**src/hdl/brse_pkg.sv**
```systemverilog
// ----------------------------------------------------------------------------
// brse_pkg
// shared types and constants of the bitmap row span extractor
// ----------------------------------------------------------------------------
package brse_pkg;

   localparam int WORD_BITS  = 16;   // pixels in one input word
   localparam int IDX_W      = 4;    // pixel index inside a word
   localparam int POS_W      = 5;    // scan position, 0 .. WORD_BITS
   localparam int COL_W      = 8;    // icon column
   localparam int ROW_W      = 8;    // icon row
   localparam int DIM_W      = 9;    // width and height registers
   localparam int COORD_W    = 16;   // screen coordinates
   localparam int CSR_IDX_W  = 2;
   localparam int CSR_DATA_W = 16;

   // register indexes of the csr port
   localparam logic [CSR_IDX_W-1:0] CSR_ICON_WIDTH  = 2'd0;
   localparam logic [CSR_IDX_W-1:0] CSR_ICON_HEIGHT = 2'd1;
   localparam logic [CSR_IDX_W-1:0] CSR_ORIGIN_X    = 2'd2;
   localparam logic [CSR_IDX_W-1:0] CSR_ORIGIN_Y    = 2'd3;

   // result of one search of the shared find-first unit
   typedef struct packed {
      logic             found;
      logic [IDX_W-1:0] idx;
   } hit_type;

   // one span as it waits in the pending or output register
   typedef struct packed {
      logic signed [COORD_W-1:0] start_x;
      logic signed [COORD_W-1:0] end_x;
      logic signed [COORD_W-1:0] y;
      logic                      colour;
   } span_type;

endpackage

```
**src/hdl/brse_if.sv**
```systemverilog
// ----------------------------------------------------------------------------
// brse_if
// valid/ready channels: pixel words in, spans out
// ----------------------------------------------------------------------------
interface brse_req_if;
   logic                                 valid;
   logic                                 ready;
   logic [brse_pkg::WORD_BITS-1:0]       pixel_word;
   logic                                 plane;
   logic [brse_pkg::ROW_W-1:0]           row;
   logic [brse_pkg::IDX_W-1:0]           word_index;

   modport source (output valid, output pixel_word, output plane, output row,
                   output word_index, input ready);
   modport sink   (input valid, input pixel_word, input plane, input row,
                   input word_index, output ready);
endinterface

interface brse_rsp_if;
   logic                                 valid;
   logic                                 ready;
   logic signed [brse_pkg::COORD_W-1:0]  span_start_x;
   logic signed [brse_pkg::COORD_W-1:0]  span_end_x;
   logic signed [brse_pkg::COORD_W-1:0]  span_y;
   logic                                 span_colour;
   logic                                 last_span;

   modport source (output valid, output span_start_x, output span_end_x,
                   output span_y, output span_colour, output last_span,
                   input ready);
   modport sink   (input valid, input span_start_x, input span_end_x,
                   input span_y, input span_colour, input last_span,
                   output ready);
endinterface

```
**src/hdl/bitmap_row_span_extractor.sv**
```systemverilog
// ----------------------------------------------------------------------------
// bitmap_row_span_extractor
// turns one-bit icon rows into horizontal spans of set pixels
// ----------------------------------------------------------------------------
//  channel  dir  handshake            content
//  req_if   in   valid/ready          pixel_word, plane, row, word_index
//  rsp_if   out  valid/ready          span_start_x, span_end_x, span_y,
//                                     span_colour, last_span
//  csr_*    in   csr_write_en         csr_index, csr_write_data
//
//  a word is loaded while idle, then scanned with one find-first search per run
//  edge that the search hits and a closing search, then flushed, as long as
//  rsp_if is ready; a row outside the icon is only loaded and the next word
//  can follow at once; the single find-first unit paces the scan
//  reset is synchronous: registers go to width 32, height 32, origin 0,
//  no run open
//  req_if.ready is high only while idle; a stalled rsp_if holds the scan at
//  the next span, which waits in a pending register behind the output register
// ----------------------------------------------------------------------------
module bitmap_row_span_extractor #(
   parameter int MAX_ICON_WIDTH  = 256,
   parameter int MAX_ICON_HEIGHT = 256
) (
   input  logic                              clock,
   input  logic                              reset,
   brse_req_if.sink                          req_if,
   brse_rsp_if.source                        rsp_if,
   input  logic                              csr_write_en,
   input  logic [brse_pkg::CSR_IDX_W-1:0]    csr_index,
   input  logic [brse_pkg::CSR_DATA_W-1:0]   csr_write_data
);

   localparam logic [1:0] ST_IDLE  = 2'd0;
   localparam logic [1:0] ST_SCAN  = 2'd1;
   localparam logic [1:0] ST_FLUSH = 2'd2;

   localparam int WB = brse_pkg::WORD_BITS;
   localparam int CW = brse_pkg::COL_W;
   localparam int DW = brse_pkg::DIM_W;
   localparam int XW = brse_pkg::COORD_W;

   // configuration registers
   logic [DW-1:0] icon_width_ff,  icon_width_in;
   logic [DW-1:0] icon_height_ff, icon_height_in;
   logic [XW-1:0] origin_x_ff,    origin_x_in;
   logic [XW-1:0] origin_y_ff,    origin_y_in;

   // sequencer and word being scanned
   logic [1:0]                   state_ff, state_in;
   logic [WB-1:0]                bits_ff, bits_in;         // column order, masked
   logic [brse_pkg::IDX_W-1:0]   widx_ff, widx_in;
   logic                         word_end_ff, word_end_in; // width ends at word end
   logic                         colour_ff, colour_in;
   logic [XW-1:0]                y_ff, y_in;
   logic [brse_pkg::POS_W-1:0]   pos_ff, pos_in;
   logic                         run_open_ff, run_open_in;
   logic [CW-1:0]                run_start_ff, run_start_in;

   // pending span and output register
   logic                         pend_valid_ff, pend_valid_in;
   brse_pkg::span_type           pend_ff, pend_in;
   logic                         out_valid_ff, out_valid_in;
   brse_pkg::span_type           out_ff, out_in;
   logic                         out_last_ff, out_last_in;

   // combinational helpers
   logic [DW-1:0]                w_eff, h_eff;
   logic [CW-1:0]                req_base, base_col;
   logic [WB-1:0]                col_mask;
   logic [WB-1:0]                req_cols;
   logic [WB-1:0]                search_vec;
   brse_pkg::hit_type            hit;
   logic                         out_free;
   logic                         span_room;
   logic                         new_span;
   logic [CW-1:0]                new_end_col;

   // clamp the dimension registers to the supported icon size
   always_comb begin
      w_eff = (int'(icon_width_ff) > MAX_ICON_WIDTH) ? DW'(MAX_ICON_WIDTH) : icon_width_ff;
      h_eff = (int'(icon_height_ff) > MAX_ICON_HEIGHT) ? DW'(MAX_ICON_HEIGHT)
                                                       : icon_height_ff;
   end

   // columns of the incoming word that lie inside the icon width
   always_comb begin
      req_base = {req_if.word_index, 4'b0000};
      for (int i = 0; i < WB; i++) begin
         col_mask[i] = (({1'b0, req_base} + DW'(i)) < w_eff);
      end
   end

   // incoming pixels in column order, leftmost column at bit 0
   assign req_cols = {<<{req_if.pixel_word}};

   // searching for a clear column while a run is open, else for a set one
   assign search_vec = run_open_ff ? ~bits_ff : bits_ff;
   assign base_col   = {widx_ff, 4'b0000};

   brse_find_first u_find (
      .vec (search_vec),
      .pos (pos_ff),
      .hit (hit)
   );

   assign out_free  = !out_valid_ff || rsp_if.ready;
   assign span_room = !pend_valid_ff || out_free;

   // csr writes
   always_comb begin
      icon_width_in  = icon_width_ff;
      icon_height_in = icon_height_ff;
      origin_x_in    = origin_x_ff;
      origin_y_in    = origin_y_ff;
      if (csr_write_en) begin
         case (csr_index)
            brse_pkg::CSR_ICON_WIDTH:  icon_width_in  = csr_write_data[DW-1:0];
            brse_pkg::CSR_ICON_HEIGHT: icon_height_in = csr_write_data[DW-1:0];
            brse_pkg::CSR_ORIGIN_X:    origin_x_in    = csr_write_data[XW-1:0];
            brse_pkg::CSR_ORIGIN_Y:    origin_y_in    = csr_write_data[XW-1:0];
            default: ;
         endcase
      end
   end

   // sequencer
   always_comb begin
      state_in      = state_ff;
      bits_in       = bits_ff;
      widx_in       = widx_ff;
      word_end_in   = word_end_ff;
      colour_in     = colour_ff;
      y_in          = y_ff;
      pos_in        = pos_ff;
      run_open_in   = run_open_ff;
      run_start_in  = run_start_ff;
      pend_valid_in = pend_valid_ff;
      pend_in       = pend_ff;
      out_valid_in  = out_valid_ff;
      out_in        = out_ff;
      out_last_in   = out_last_ff;
      new_span      = 1'b0;
      new_end_col   = '0;

      // output transfer frees the register
      if (out_valid_ff && rsp_if.ready) begin
         out_valid_in = 1'b0;
      end

      case (state_ff)
         ST_IDLE: begin
            if (req_if.valid) begin
               bits_in     = req_cols & col_mask;
               widx_in     = req_if.word_index;
               word_end_in = (w_eff == ({1'b0, req_base} + DW'(WB)));
               colour_in   = req_if.plane;
               y_in        = origin_y_ff + {{(XW-brse_pkg::ROW_W){1'b0}}, req_if.row};
               pos_in      = '0;
               if ({1'b0, req_if.row} >= h_eff) begin
                  // row outside the icon: no spans, drop the carried run
                  run_open_in = 1'b0;
               end else begin
                  // first word of a row never inherits a run
                  run_open_in = (req_if.word_index == '0) ? 1'b0 : run_open_ff;
                  state_in    = ST_SCAN;
               end
            end
         end
         ST_SCAN: begin
            if (run_open_ff) begin
               if (hit.found) begin
                  // first clear column closes the run
                  if (span_room) begin
                     new_span    = 1'b1;
                     new_end_col = base_col + {4'b0000, hit.idx} - CW'(1);
                     run_open_in = 1'b0;
                     pos_in      = {1'b0, hit.idx};
                  end
               end else if (word_end_ff) begin
                  // run reaches the row's last column
                  if (span_room) begin
                     new_span    = 1'b1;
                     new_end_col = base_col + CW'(WB - 1);
                     run_open_in = 1'b0;
                     state_in    = ST_FLUSH;
                  end
               end else begin
                  // run carries into the next word
                  state_in = ST_FLUSH;
               end
            end else begin
               if (hit.found) begin
                  run_open_in  = 1'b1;
                  run_start_in = base_col + {4'b0000, hit.idx};
                  pos_in       = {1'b0, hit.idx} + brse_pkg::POS_W'(1);
               end else begin
                  state_in = ST_FLUSH;
               end
            end

            // a new span pushes the pending one out as not last
            if (new_span) begin
               if (pend_valid_ff) begin
                  out_valid_in = 1'b1;
                  out_in       = pend_ff;
                  out_last_in  = 1'b0;
               end
               pend_valid_in   = 1'b1;
               pend_in.start_x = origin_x_ff + {{(XW-CW){1'b0}}, run_start_ff};
               pend_in.end_x   = origin_x_ff + {{(XW-CW){1'b0}}, new_end_col};
               pend_in.y       = y_ff;
               pend_in.colour  = colour_ff;
            end
         end
         ST_FLUSH: begin
            // the span still pending is the word's last one
            if (!pend_valid_ff) begin
               state_in = ST_IDLE;
            end else if (out_free) begin
               out_valid_in  = 1'b1;
               out_in        = pend_ff;
               out_last_in   = 1'b1;
               pend_valid_in = 1'b0;
               state_in      = ST_IDLE;
            end
         end
         default: begin
            state_in = ST_IDLE;
         end
      endcase
   end

   always_ff @(posedge clock) begin
      if (reset) begin
         icon_width_ff  <= DW'(32);
         icon_height_ff <= DW'(32);
         origin_x_ff    <= '0;
         origin_y_ff    <= '0;
         state_ff       <= ST_IDLE;
         run_open_ff    <= 1'b0;
         run_start_ff   <= '0;
         pend_valid_ff  <= 1'b0;
         out_valid_ff   <= 1'b0;
      end else begin
         icon_width_ff  <= icon_width_in;
         icon_height_ff <= icon_height_in;
         origin_x_ff    <= origin_x_in;
         origin_y_ff    <= origin_y_in;
         state_ff       <= state_in;
         run_open_ff    <= run_open_in;
         run_start_ff   <= run_start_in;
         pend_valid_ff  <= pend_valid_in;
         out_valid_ff   <= out_valid_in;
      end
   end

   // payload, no reset
   always_ff @(posedge clock) begin
      bits_ff     <= bits_in;
      widx_ff     <= widx_in;
      word_end_ff <= word_end_in;
      colour_ff   <= colour_in;
      y_ff        <= y_in;
      pos_ff      <= pos_in;
      pend_ff     <= pend_in;
      out_ff      <= out_in;
      out_last_ff <= out_last_in;
   end

   assign req_if.ready        = (state_ff == ST_IDLE);
   assign rsp_if.valid        = out_valid_ff;
   assign rsp_if.span_start_x = out_ff.start_x;
   assign rsp_if.span_end_x   = out_ff.end_x;
   assign rsp_if.span_y       = out_ff.y;
   assign rsp_if.span_colour  = out_ff.colour;
   assign rsp_if.last_span    = out_last_ff;

endmodule

```
**src/hdl/brse_find_first.sv**
```systemverilog
// ----------------------------------------------------------------------------
// brse_find_first
// shared search unit: first set bit at or after a scan position
// ----------------------------------------------------------------------------
module brse_find_first (
   input  logic [brse_pkg::WORD_BITS-1:0] vec,   // bit 0 is the leftmost column
   input  logic [brse_pkg::POS_W-1:0]     pos,
   output brse_pkg::hit_type              hit
);

   logic [brse_pkg::WORD_BITS-1:0] masked;

   always_comb begin
      masked    = vec & ({brse_pkg::WORD_BITS{1'b1}} << pos);
      hit.found = 1'b0;
      hit.idx   = '0;
      // lowest index wins
      for (int i = brse_pkg::WORD_BITS - 1; i >= 0; i--) begin
         if (masked[i]) begin
            hit.found = 1'b1;
            hit.idx   = brse_pkg::IDX_W'(i);
         end
      end
   end

endmodule

```
**src/flat_wrapper.sv**
```systemverilog
// flat-port wrapper written by rule: the top's interface ports become plain ports
module bitmap_row_span_extractor_flat 
#(
   parameter int MAX_ICON_WIDTH  = 256,
   parameter int MAX_ICON_HEIGHT = 256
)
  (clock, reset, csr_write_en, csr_index, csr_write_data, req_if_valid, req_if_pixel_word, req_if_plane, req_if_row, req_if_word_index, req_if_ready, rsp_if_valid, rsp_if_span_start_x, rsp_if_span_end_x, rsp_if_span_y, rsp_if_span_colour, rsp_if_last_span, rsp_if_ready);
  brse_req_if req_if_i ();
  brse_rsp_if rsp_if_i ();
  input  logic clock;
  input  logic reset;
  input  logic csr_write_en;
  input  logic [brse_pkg::CSR_IDX_W-1:0] csr_index;
  input  logic [brse_pkg::CSR_DATA_W-1:0] csr_write_data;
  input wire logic [$bits(req_if_i.valid)-1:0] req_if_valid;
  input wire logic [$bits(req_if_i.pixel_word)-1:0] req_if_pixel_word;
  input wire logic [$bits(req_if_i.plane)-1:0] req_if_plane;
  input wire logic [$bits(req_if_i.row)-1:0] req_if_row;
  input wire logic [$bits(req_if_i.word_index)-1:0] req_if_word_index;
  output wire logic [$bits(req_if_i.ready)-1:0] req_if_ready;
  output wire logic [$bits(rsp_if_i.valid)-1:0] rsp_if_valid;
  output wire logic [$bits(rsp_if_i.span_start_x)-1:0] rsp_if_span_start_x;
  output wire logic [$bits(rsp_if_i.span_end_x)-1:0] rsp_if_span_end_x;
  output wire logic [$bits(rsp_if_i.span_y)-1:0] rsp_if_span_y;
  output wire logic [$bits(rsp_if_i.span_colour)-1:0] rsp_if_span_colour;
  output wire logic [$bits(rsp_if_i.last_span)-1:0] rsp_if_last_span;
  input wire logic [$bits(rsp_if_i.ready)-1:0] rsp_if_ready;
  assign req_if_i.valid = req_if_valid;
  assign req_if_i.pixel_word = req_if_pixel_word;
  assign req_if_i.plane = req_if_plane;
  assign req_if_i.row = req_if_row;
  assign req_if_i.word_index = req_if_word_index;
  assign req_if_ready = req_if_i.ready;
  assign rsp_if_valid = rsp_if_i.valid;
  assign rsp_if_span_start_x = rsp_if_i.span_start_x;
  assign rsp_if_span_end_x = rsp_if_i.span_end_x;
  assign rsp_if_span_y = rsp_if_i.span_y;
  assign rsp_if_span_colour = rsp_if_i.span_colour;
  assign rsp_if_last_span = rsp_if_i.last_span;
  assign rsp_if_i.ready = rsp_if_ready;
  bitmap_row_span_extractor #(.MAX_ICON_WIDTH(MAX_ICON_WIDTH), .MAX_ICON_HEIGHT(MAX_ICON_HEIGHT)) u_core (.clock(clock), .reset(reset), .req_if(req_if_i), .rsp_if(rsp_if_i), .csr_write_en(csr_write_en), .csr_index(csr_index), .csr_write_data(csr_write_data));
endmodule
```
**config.mk**
```make
export PLATFORM = sky130hd
export DESIGN_NAME = bitmap_row_span_extractor_flat
export DESIGN_NICKNAME = d
export VERILOG_FILES = /design/src/hdl/brse_pkg.sv /design/src/hdl/brse_if.sv /design/src/hdl/bitmap_row_span_extractor.sv /design/src/hdl/brse_find_first.sv /design/src/flat_wrapper.sv
export SDC_FILE = /design/constraint.sdc
export NUM_CORES = 1
export LEC_CHECK = 0
export ABC_AREA = 1
export ABC_CLOCK_PERIOD_IN_PS = 7000
export BUFFER_PORTS_ARGS = -buffer_cell sky130_fd_sc_hd__buf_2
export CORE_ASPECT_RATIO = 1.25
export CORE_MARGIN = 2
export CORE_UTILIZATION = 55
export DETAILED_ROUTE_END_ITERATION = 6
export PLACE_DENSITY = 0.75
export REMOVE_ABC_BUFFERS = 1
export SLEW_MARGIN = 30
export SYNTH_ARGS = -nofsm -noshare
export SYNTH_HDL_FRONTEND = slang
export SYNTH_SLANG_ARGS = --single-unit
```
**constraint.sdc**
```tcl
create_clock -name clock -period 7 [get_ports clock]
set_input_delay 1.4 -clock clock [delete_from_list [all_inputs] [get_ports clock]]
set_output_delay 1.4 -clock clock [all_outputs]
set_load 0.02 [all_outputs]
```
# Yosys cells after proc, flatten, opt, wreduce, memory -nomap -nowiden
# Cells that the tools add are included.
# op_classes
n_addsub,23
n_lt_le_gt_ge,19
eq_ne,18
n_shift,1
n_mux,75
n_bitwise,4
n_reduce_logical,22
# ops
op,count
49-bit 2-to-1 mux,4
9-bit less-than comparator,15
5-bit 2-to-1 mux,21
49-bit case mux with 2 select lines,1
8-bit by 4-bit adder with 9-bit output (second input constant),8
16-bit by 8-bit adder with 16-bit output,3
8-bit 2-to-1 mux,6
8-bit by 3-bit adder with 9-bit output (second input constant),4
16-bit AND,2
1-bit 2-to-1 mux,25
8-bit by 2-bit adder with 9-bit output (second input constant),2
9-bit > comparator (second input constant),2
2-bit 2-to-1 mux,9
9-bit 2-to-1 mux,2
16-bit 2-to-1 mux,1
16-bit inverter,1
16-bit by 5-bit << shifter with 16-bit output (first input constant),1
2-bit AND reduction,7
2-bit by 1-bit inequality test with 1-bit output (second input constant),5
5-bit case mux with 2 select lines,1
5-bit AND reduction,2
8-bit by 1-bit adder with 9-bit output (second input constant),1
8-bit by 5-bit adder with 9-bit output (second input constant),1
9-bit equality test,1
other kinds (23),37
# word_totals
reg_bits,205
input_bits,52
out_inout_bits,52

# Logic depth before layout (Yosys ltp)
# logic_depth
depth_word,26
ltp_mapped,34

# Hierarchy
# Synthesis repeated with hierarchy kept, for this count alone.
# hier_totals
cells_unflattened,979
hier_area_um2,9756.9
# by_module_without_submodules
mod,n_inst,cells_per_inst,area_per_inst_um2
bitmap_row_span_extractor,1,906,9415.3
brse_find_first,1,73,341.6

# Worst setup path after synthesis
# Ideal clock, no wire load.
# synth_timing
kind,input to register
from,input rsp_if_ready
to,"register u_core.out_last_ff, in the netlist u_core.rsp_if.last_span, enable pin"
setup_ps,449
arrival_ps,4122
t_required_ps,6551
slack_ps,2429
stages,10
path_cell_list,nor2_1 -> inv_1 -> nor2_1 -> inv_1 -> nand2_1 -> nor2_8 -> o21ai_4 -> nor2_2 -> nor2_1 -> nor3_2
# synth_between
elab_chain_len,9
elab_cells_between_ends,10
cone_classes,eq/ne: 2; mux: 5; reduce/logical: 3
# synth_lines
item,line,source
from (decl),flat_wrapper.sv:27,input wire logic [$bits(rsp_if_i.ready)-1:0] rsp_if_ready;
1-bit logical OR *,bitmap_row_span_extractor.sv:106,assign out_free = !out_valid_ff || rsp_if.ready;
1-bit logical OR,bitmap_row_span_extractor.sv:107,assign span_room = !pend_valid_ff || out_free;
1-bit 2-to-1 mux,"bitmap_row_span_extractor.sv:173, bitmap_row_span_extractor.sv:181",
1-bit 2-to-1 mux,bitmap_row_span_extractor.sv:179,end else if (word_end_ff) begin
1-bit 2-to-1 mux,bitmap_row_span_extractor.sv:171,if (hit.found) begin
1-bit 2-to-1 mux,bitmap_row_span_extractor.sv:170,if (run_open_ff) begin
1-bit 2-to-1 mux,bitmap_row_span_extractor.sv:150,case (state_ff)
2-bit by 1-bit inequality test with 1-bit output (no source line),-,
5-bit AND reduction (no source line) *,-,
to (signal assigned),bitmap_row_span_extractor.sv:267,out_last_ff <= out_last_in;
to (decl),bitmap_row_span_extractor.sv:64,"logic out_last_ff, out_last_in;"
# Every way passes the cells marked *; elsewhere a longest branch is shown, timed or not. The select of a mux whose other input is x is not followed.
# A chain may end at the register's enable or synchronous reset.

# Worst setup path after layout
# layout_timing
from,register u_core.run_open_ff
to,register u_core.pend_ff[31] (netlist bit) (data pin)
# layout_between
elab_chain_len,25
# layout_lines
item,line,source
from (decl),bitmap_row_span_extractor.sv:56,"logic run_open_ff, run_open_in;"
from (signal assigned),bitmap_row_span_extractor.sv:250,run_open_ff <= run_open_in;
16-bit 2-to-1 mux,bitmap_row_span_extractor.sv:97,assign search_vec = run_open_ff ? ~bits_ff : bits_ff;
16-bit AND,brse_find_first.sv:14,masked = vec & ({brse_pkg::WORD_BITS{1'b1}} << pos);
5-bit 2-to-1 mux (16 in series),brse_find_first.sv:19,if (masked[i]) begin
8-bit by 4-bit adder with 8-bit output,bitmap_row_span_extractor.sv:175,"new_end_col = base_col + {4'b0000, hit.idx} - CW'(1);"
8-bit by 1-bit subtractor with 8-bit output,bitmap_row_span_extractor.sv:175,
8-bit 2-to-1 mux,bitmap_row_span_extractor.sv:173,if (span_room) begin
8-bit 2-to-1 mux,bitmap_row_span_extractor.sv:171,
8-bit 2-to-1 mux *,bitmap_row_span_extractor.sv:170,
8-bit 2-to-1 mux *,bitmap_row_span_extractor.sv:150,
16-bit by 8-bit adder with 16-bit output *,bitmap_row_span_extractor.sv:210,"pend_in.end_x = origin_x_ff + {{(XW-CW){1'b0}}, new_end_col};"
to (signal assigned),bitmap_row_span_extractor.sv:265,pend_ff <= pend_in;
to (decl),bitmap_row_span_extractor.sv:61,"brse_pkg::span_type pend_ff, pend_in;"
# Marked as above.

==> results.py <==
metrics = {
    "timing": {
        "rsz0062_at_grt": "false",
        "slew_violations": 0,
        "hold_viol": 0,
        "tns_ns": 0,
        "max_freq_mhz": 227,
        "tightest_slew_ns": 0.819,
        "setup_ws_ns": 2.59,
        "fin_crit_sh": 0.630,
        "fin_skew_ns": 0.00984,
        "relSlewSlack": 0.450,
        "setup_viol": 0,
        "whs_ns": 0.417,
        "min_period_ns": 4.41,
    },
    "flow_run": {
        "drv_cap": 0,
    },
    "finish": {
        "drive_above_1_share": 0.160,
        "antenna_cells": 0,
        "final_util": 0.642,
        "fin_cells": 1314,
        "nets": 1177,
        "multi_input_area_mm2": 0.00360,
        "fillCellCount": 1429,
        "area_growth_pct": 15.2,
        "regArea_mm2": 0.00553,
        "fin_area_mm2": 0.0111,
    },
    "setup_path": {
        "max_stage_delay_ns": 0.46,
        "reg2reg_from": "u_core.run_open_ff",
        "r2r_slack_ns": 2.59,
        "critPathTopFamily": "simple AND/OR/NAND/NOR gates",
        "timing.rr.end": "u_core.pend_ff[31]",
        "startpoint": "u_core.run_open_ff",
        "endpoint_kind": "register",
        "crit_path_end": "u_core.pend_ff[31]",
        "cp.depth": 28,
        "crit_arrival_ns": 4.64,
        "crit_required_ns": 7.23,
        "crit_buf_inv": 2,
        "critical_path_class": "reg2reg",
        "crit_fanout": 28,
        "cpMostUsedCell": "nand2_1",
        "crit_slowest_cell": "fa_1",
        "start_kind": "register",
        "rr_worst_depth": 28,
    },
    "floorplanning": {
        "die_y_um": 152,
        "start_util": 0.557,
        "core_mm2": 0.0173,
        "dieArea_mm2": 0.0186,
        "die_w_um": 122,
        "io_pins": 104,
        "rows": 54,
    },
    "place": {
        "io_buffers": 103,
        "gp_congestion": 0.884,
        "place_area_mm2": 0.0104,
        "hpwlAfterDp_mm": 14.0,
        "dpl.cell_count": 1279,
        "dp_slack_ns": 2.29,
    },
    "yosys": {
        "ys_types": 45,
        "seq_area_frac_synth": 0.573,
        "synth-async-reset-ratio": 0,
        "ys.flop_type": "edfxtp_1",
        "synth-compound-area-share": 0.100,
        "synthMuxAreaShare": 0,
        "synth_top_family_by_area": "simple AND/OR/NAND/NOR gates",
        "synth-simple-area-share": 0.160,
        "yosys_warnings": 0,
        "synth_xor_area_frac": 0.0482,
        "ys_seq_elements": 205,
        "synth-adder-area-share": 0.0647,
        "syn_area_mm2": 0.00964,
        "synth_edf_count": 142,
        "synthCells": 967,
        "avgSynthCellArea_um2": 9.97,
    },
    "grt": {
        "grt_pass1_vias": 6596,
        "met1_usage": 0.258,
        "grtUsageTotal": 0.209,
        "grt.busiest_layer": "met2",
        "grt_overflow": 0,
        "grt_max_degree": 51,
        "met2_usage": 0.381,
        "antenna_found_initial": 0,
        "met3_usage": 0.0225,
        "grt_pass1_wl_mm": 31.2,
    },
    "min_path": {
        "hp-class": "reg2reg",
    },
    "clock_network": {
        "path_clk_slew_ns": 0.06,
        "insertion_delay_ns": 0.49,
        "cts_resized": 0,
        "clk_path_buf_depth": 3,
        "cts_setup_buffers": 0,
        "cts_root_buffer": "clkbuf_16",
        "cts_tree": "yes",
        "cts_made_buffers": 20,
        "clkSinkCount": 205,
        "ctsHoldBuffers": 0,
        "htree_levels": 1,
    },
    "power_and_ir_drop": {
        "power.density_mw_per_mm2": 392,
        "p_clk_frac": 0.269,
        "p_seq_frac": 0.410,
        "power_mw": 4.35,
        "leakage_nw": 4.71,
        "power_switching_mw": 1.54,
        "p_int_mw": 2.82,
        "comb_power_share": 0.321,
        "swShare": 0.353,
        "ir_worst_vdd_mv": 0.308,
    },
    "route": {
        "vias_per_cell": 5.26,
        "drc": 0,
        "drt_iter0_drc": 463,
        "via_count": 6915,
        "wl_per_cell_um": 14.6,
        "detail_route.wirelength_mm": 19.1,
        "first_pass_iters": 5,
        "antenna_left": 0,
    },
    "run_status": {
        "status": "finished, final reports clean",
    },
}
[state kept, by name (all words and copies together), names as in the netlist, 5 cells and up]
name / cells
u_core.rsp_if.span_y: 16
u_core.pend_ff: 49
u_core.rsp_if.span_start_x: 16
u_core.pos_ff: 5
u_core.bits_ff: 16
u_core.run_start_ff: 8
u_core.icon_width_ff: 9
u_core.origin_x_ff: 16
u_core.icon_height_ff: 9
u_core.origin_y_ff: 16
u_core.y_ff: 16
u_core.rsp_if.span_end_x: 16
[cell usage in the layout (no fill, tap or decap), types with 6 or more instances in the layout]
master / n
clkbuf_16: 20
a21oi_1: 78
ha_1: 45
nor2_1: 125
o21ai_0: 71
nand2_1: 140
dfxtp_1: 63
o21ai_1: 10
nor2_2: 6
nand4_1: 7
inv_1: 103
edfxtp_1: 142
inv_2: 7
xor2_1: 40
nor3_1: 7
xnor2_1: 13
nand3_1: 41
buf_2: 103
[cells in the mapped netlist (5+ instances only)]
master / number / area, µm²
o21ai_1: 10 / 50.1
xor2_1: 40 / 350
xnor2_1: 13 / 114
dfxtp_1: 63 / 1260
nand2_1: 140 / 526
ha_1: 45 / 563
nand3_1: 41 / 205
a21oi_1: 78 / 390
nand4_1: 7 / 43.8
nor2_2: 6 / 37.5
clkbuf_1: 14 / 52.6
nor2_4: 5 / 56.3
nor3_1: 7 / 35.0
nor2_1: 125 / 469
inv_2: 7 / 26.3
inv_1: 104 / 390
o21ai_0: 71 / 355
edfxtp_1: 142 / 4260
o211ai_1: 5 / 37.5
[worst min-delay path by stage]
stage / to / cells after the start / startpoint / slack, ns
final: u_core.rsp_if.span_y[12] / 0 / u_core.pend_ff[13] / 0.42
after global routing: u_core.rsp_if.span_colour / 0 / u_core.pend_ff[0] / 0.42
after CTS: u_core.rsp_if.span_end_x[14] / 0 / u_core.pend_ff[31] / 0.42
after detailed placement: u_core.pend_ff[16] / 0 / u_core.y_ff[15] / 0.40
after global placement: u_core.rsp_if.span_y[12] / 0 / u_core.pend_ff[13] / 0.40
after floorplan: u_core.pend_ff[0] / 0 / u_core.colour_ff / 0.40
[kinds of logic after synthesis]
logic type,count (synthesis)
flops,205
buf+inv,131
simple gates,351
compound gates,179
fa+ha+maj,48
xor+xnor,53
[power groups by stage]
stage | clock network (mW) | logic [mW] | registers [mW]
after floorplan | 0 | 0.810 | 2.00
after global routing | 1.24 | 1.56 | 1.82
final | 1.17 | 1.40 | 1.79
after detailed placement | 0 | 1.40 | 1.81
after global placement | 0 | 1.37 | 1.80
after CTS | 1.19 | 1.40 | 1.79
[cell type report]
type / count / area share
Sequential cell: 205 / 0.498
Multi-Input combinational cell: 631 / 0.324
Timing Repair Buffer: 107 / 0.0491
Clock buffer: 22 / 0.0467
Inverter: 112 / 0.0381
Tap cell: 224 / 0.0253
Clock inverter: 13 / 0.0188
[routing by layer]
| layer | up-vias | routed length, µm |
|---|---|---|
| met1 | 3224 | 7920 |
| met5 | - | 0 |
| met3 | 37 | 841 |
| li1 | 3498 | - |
| met2 | 156 | 9880 |
| met4 | 0 | 475 |
(Power assumes the default switching activity.)
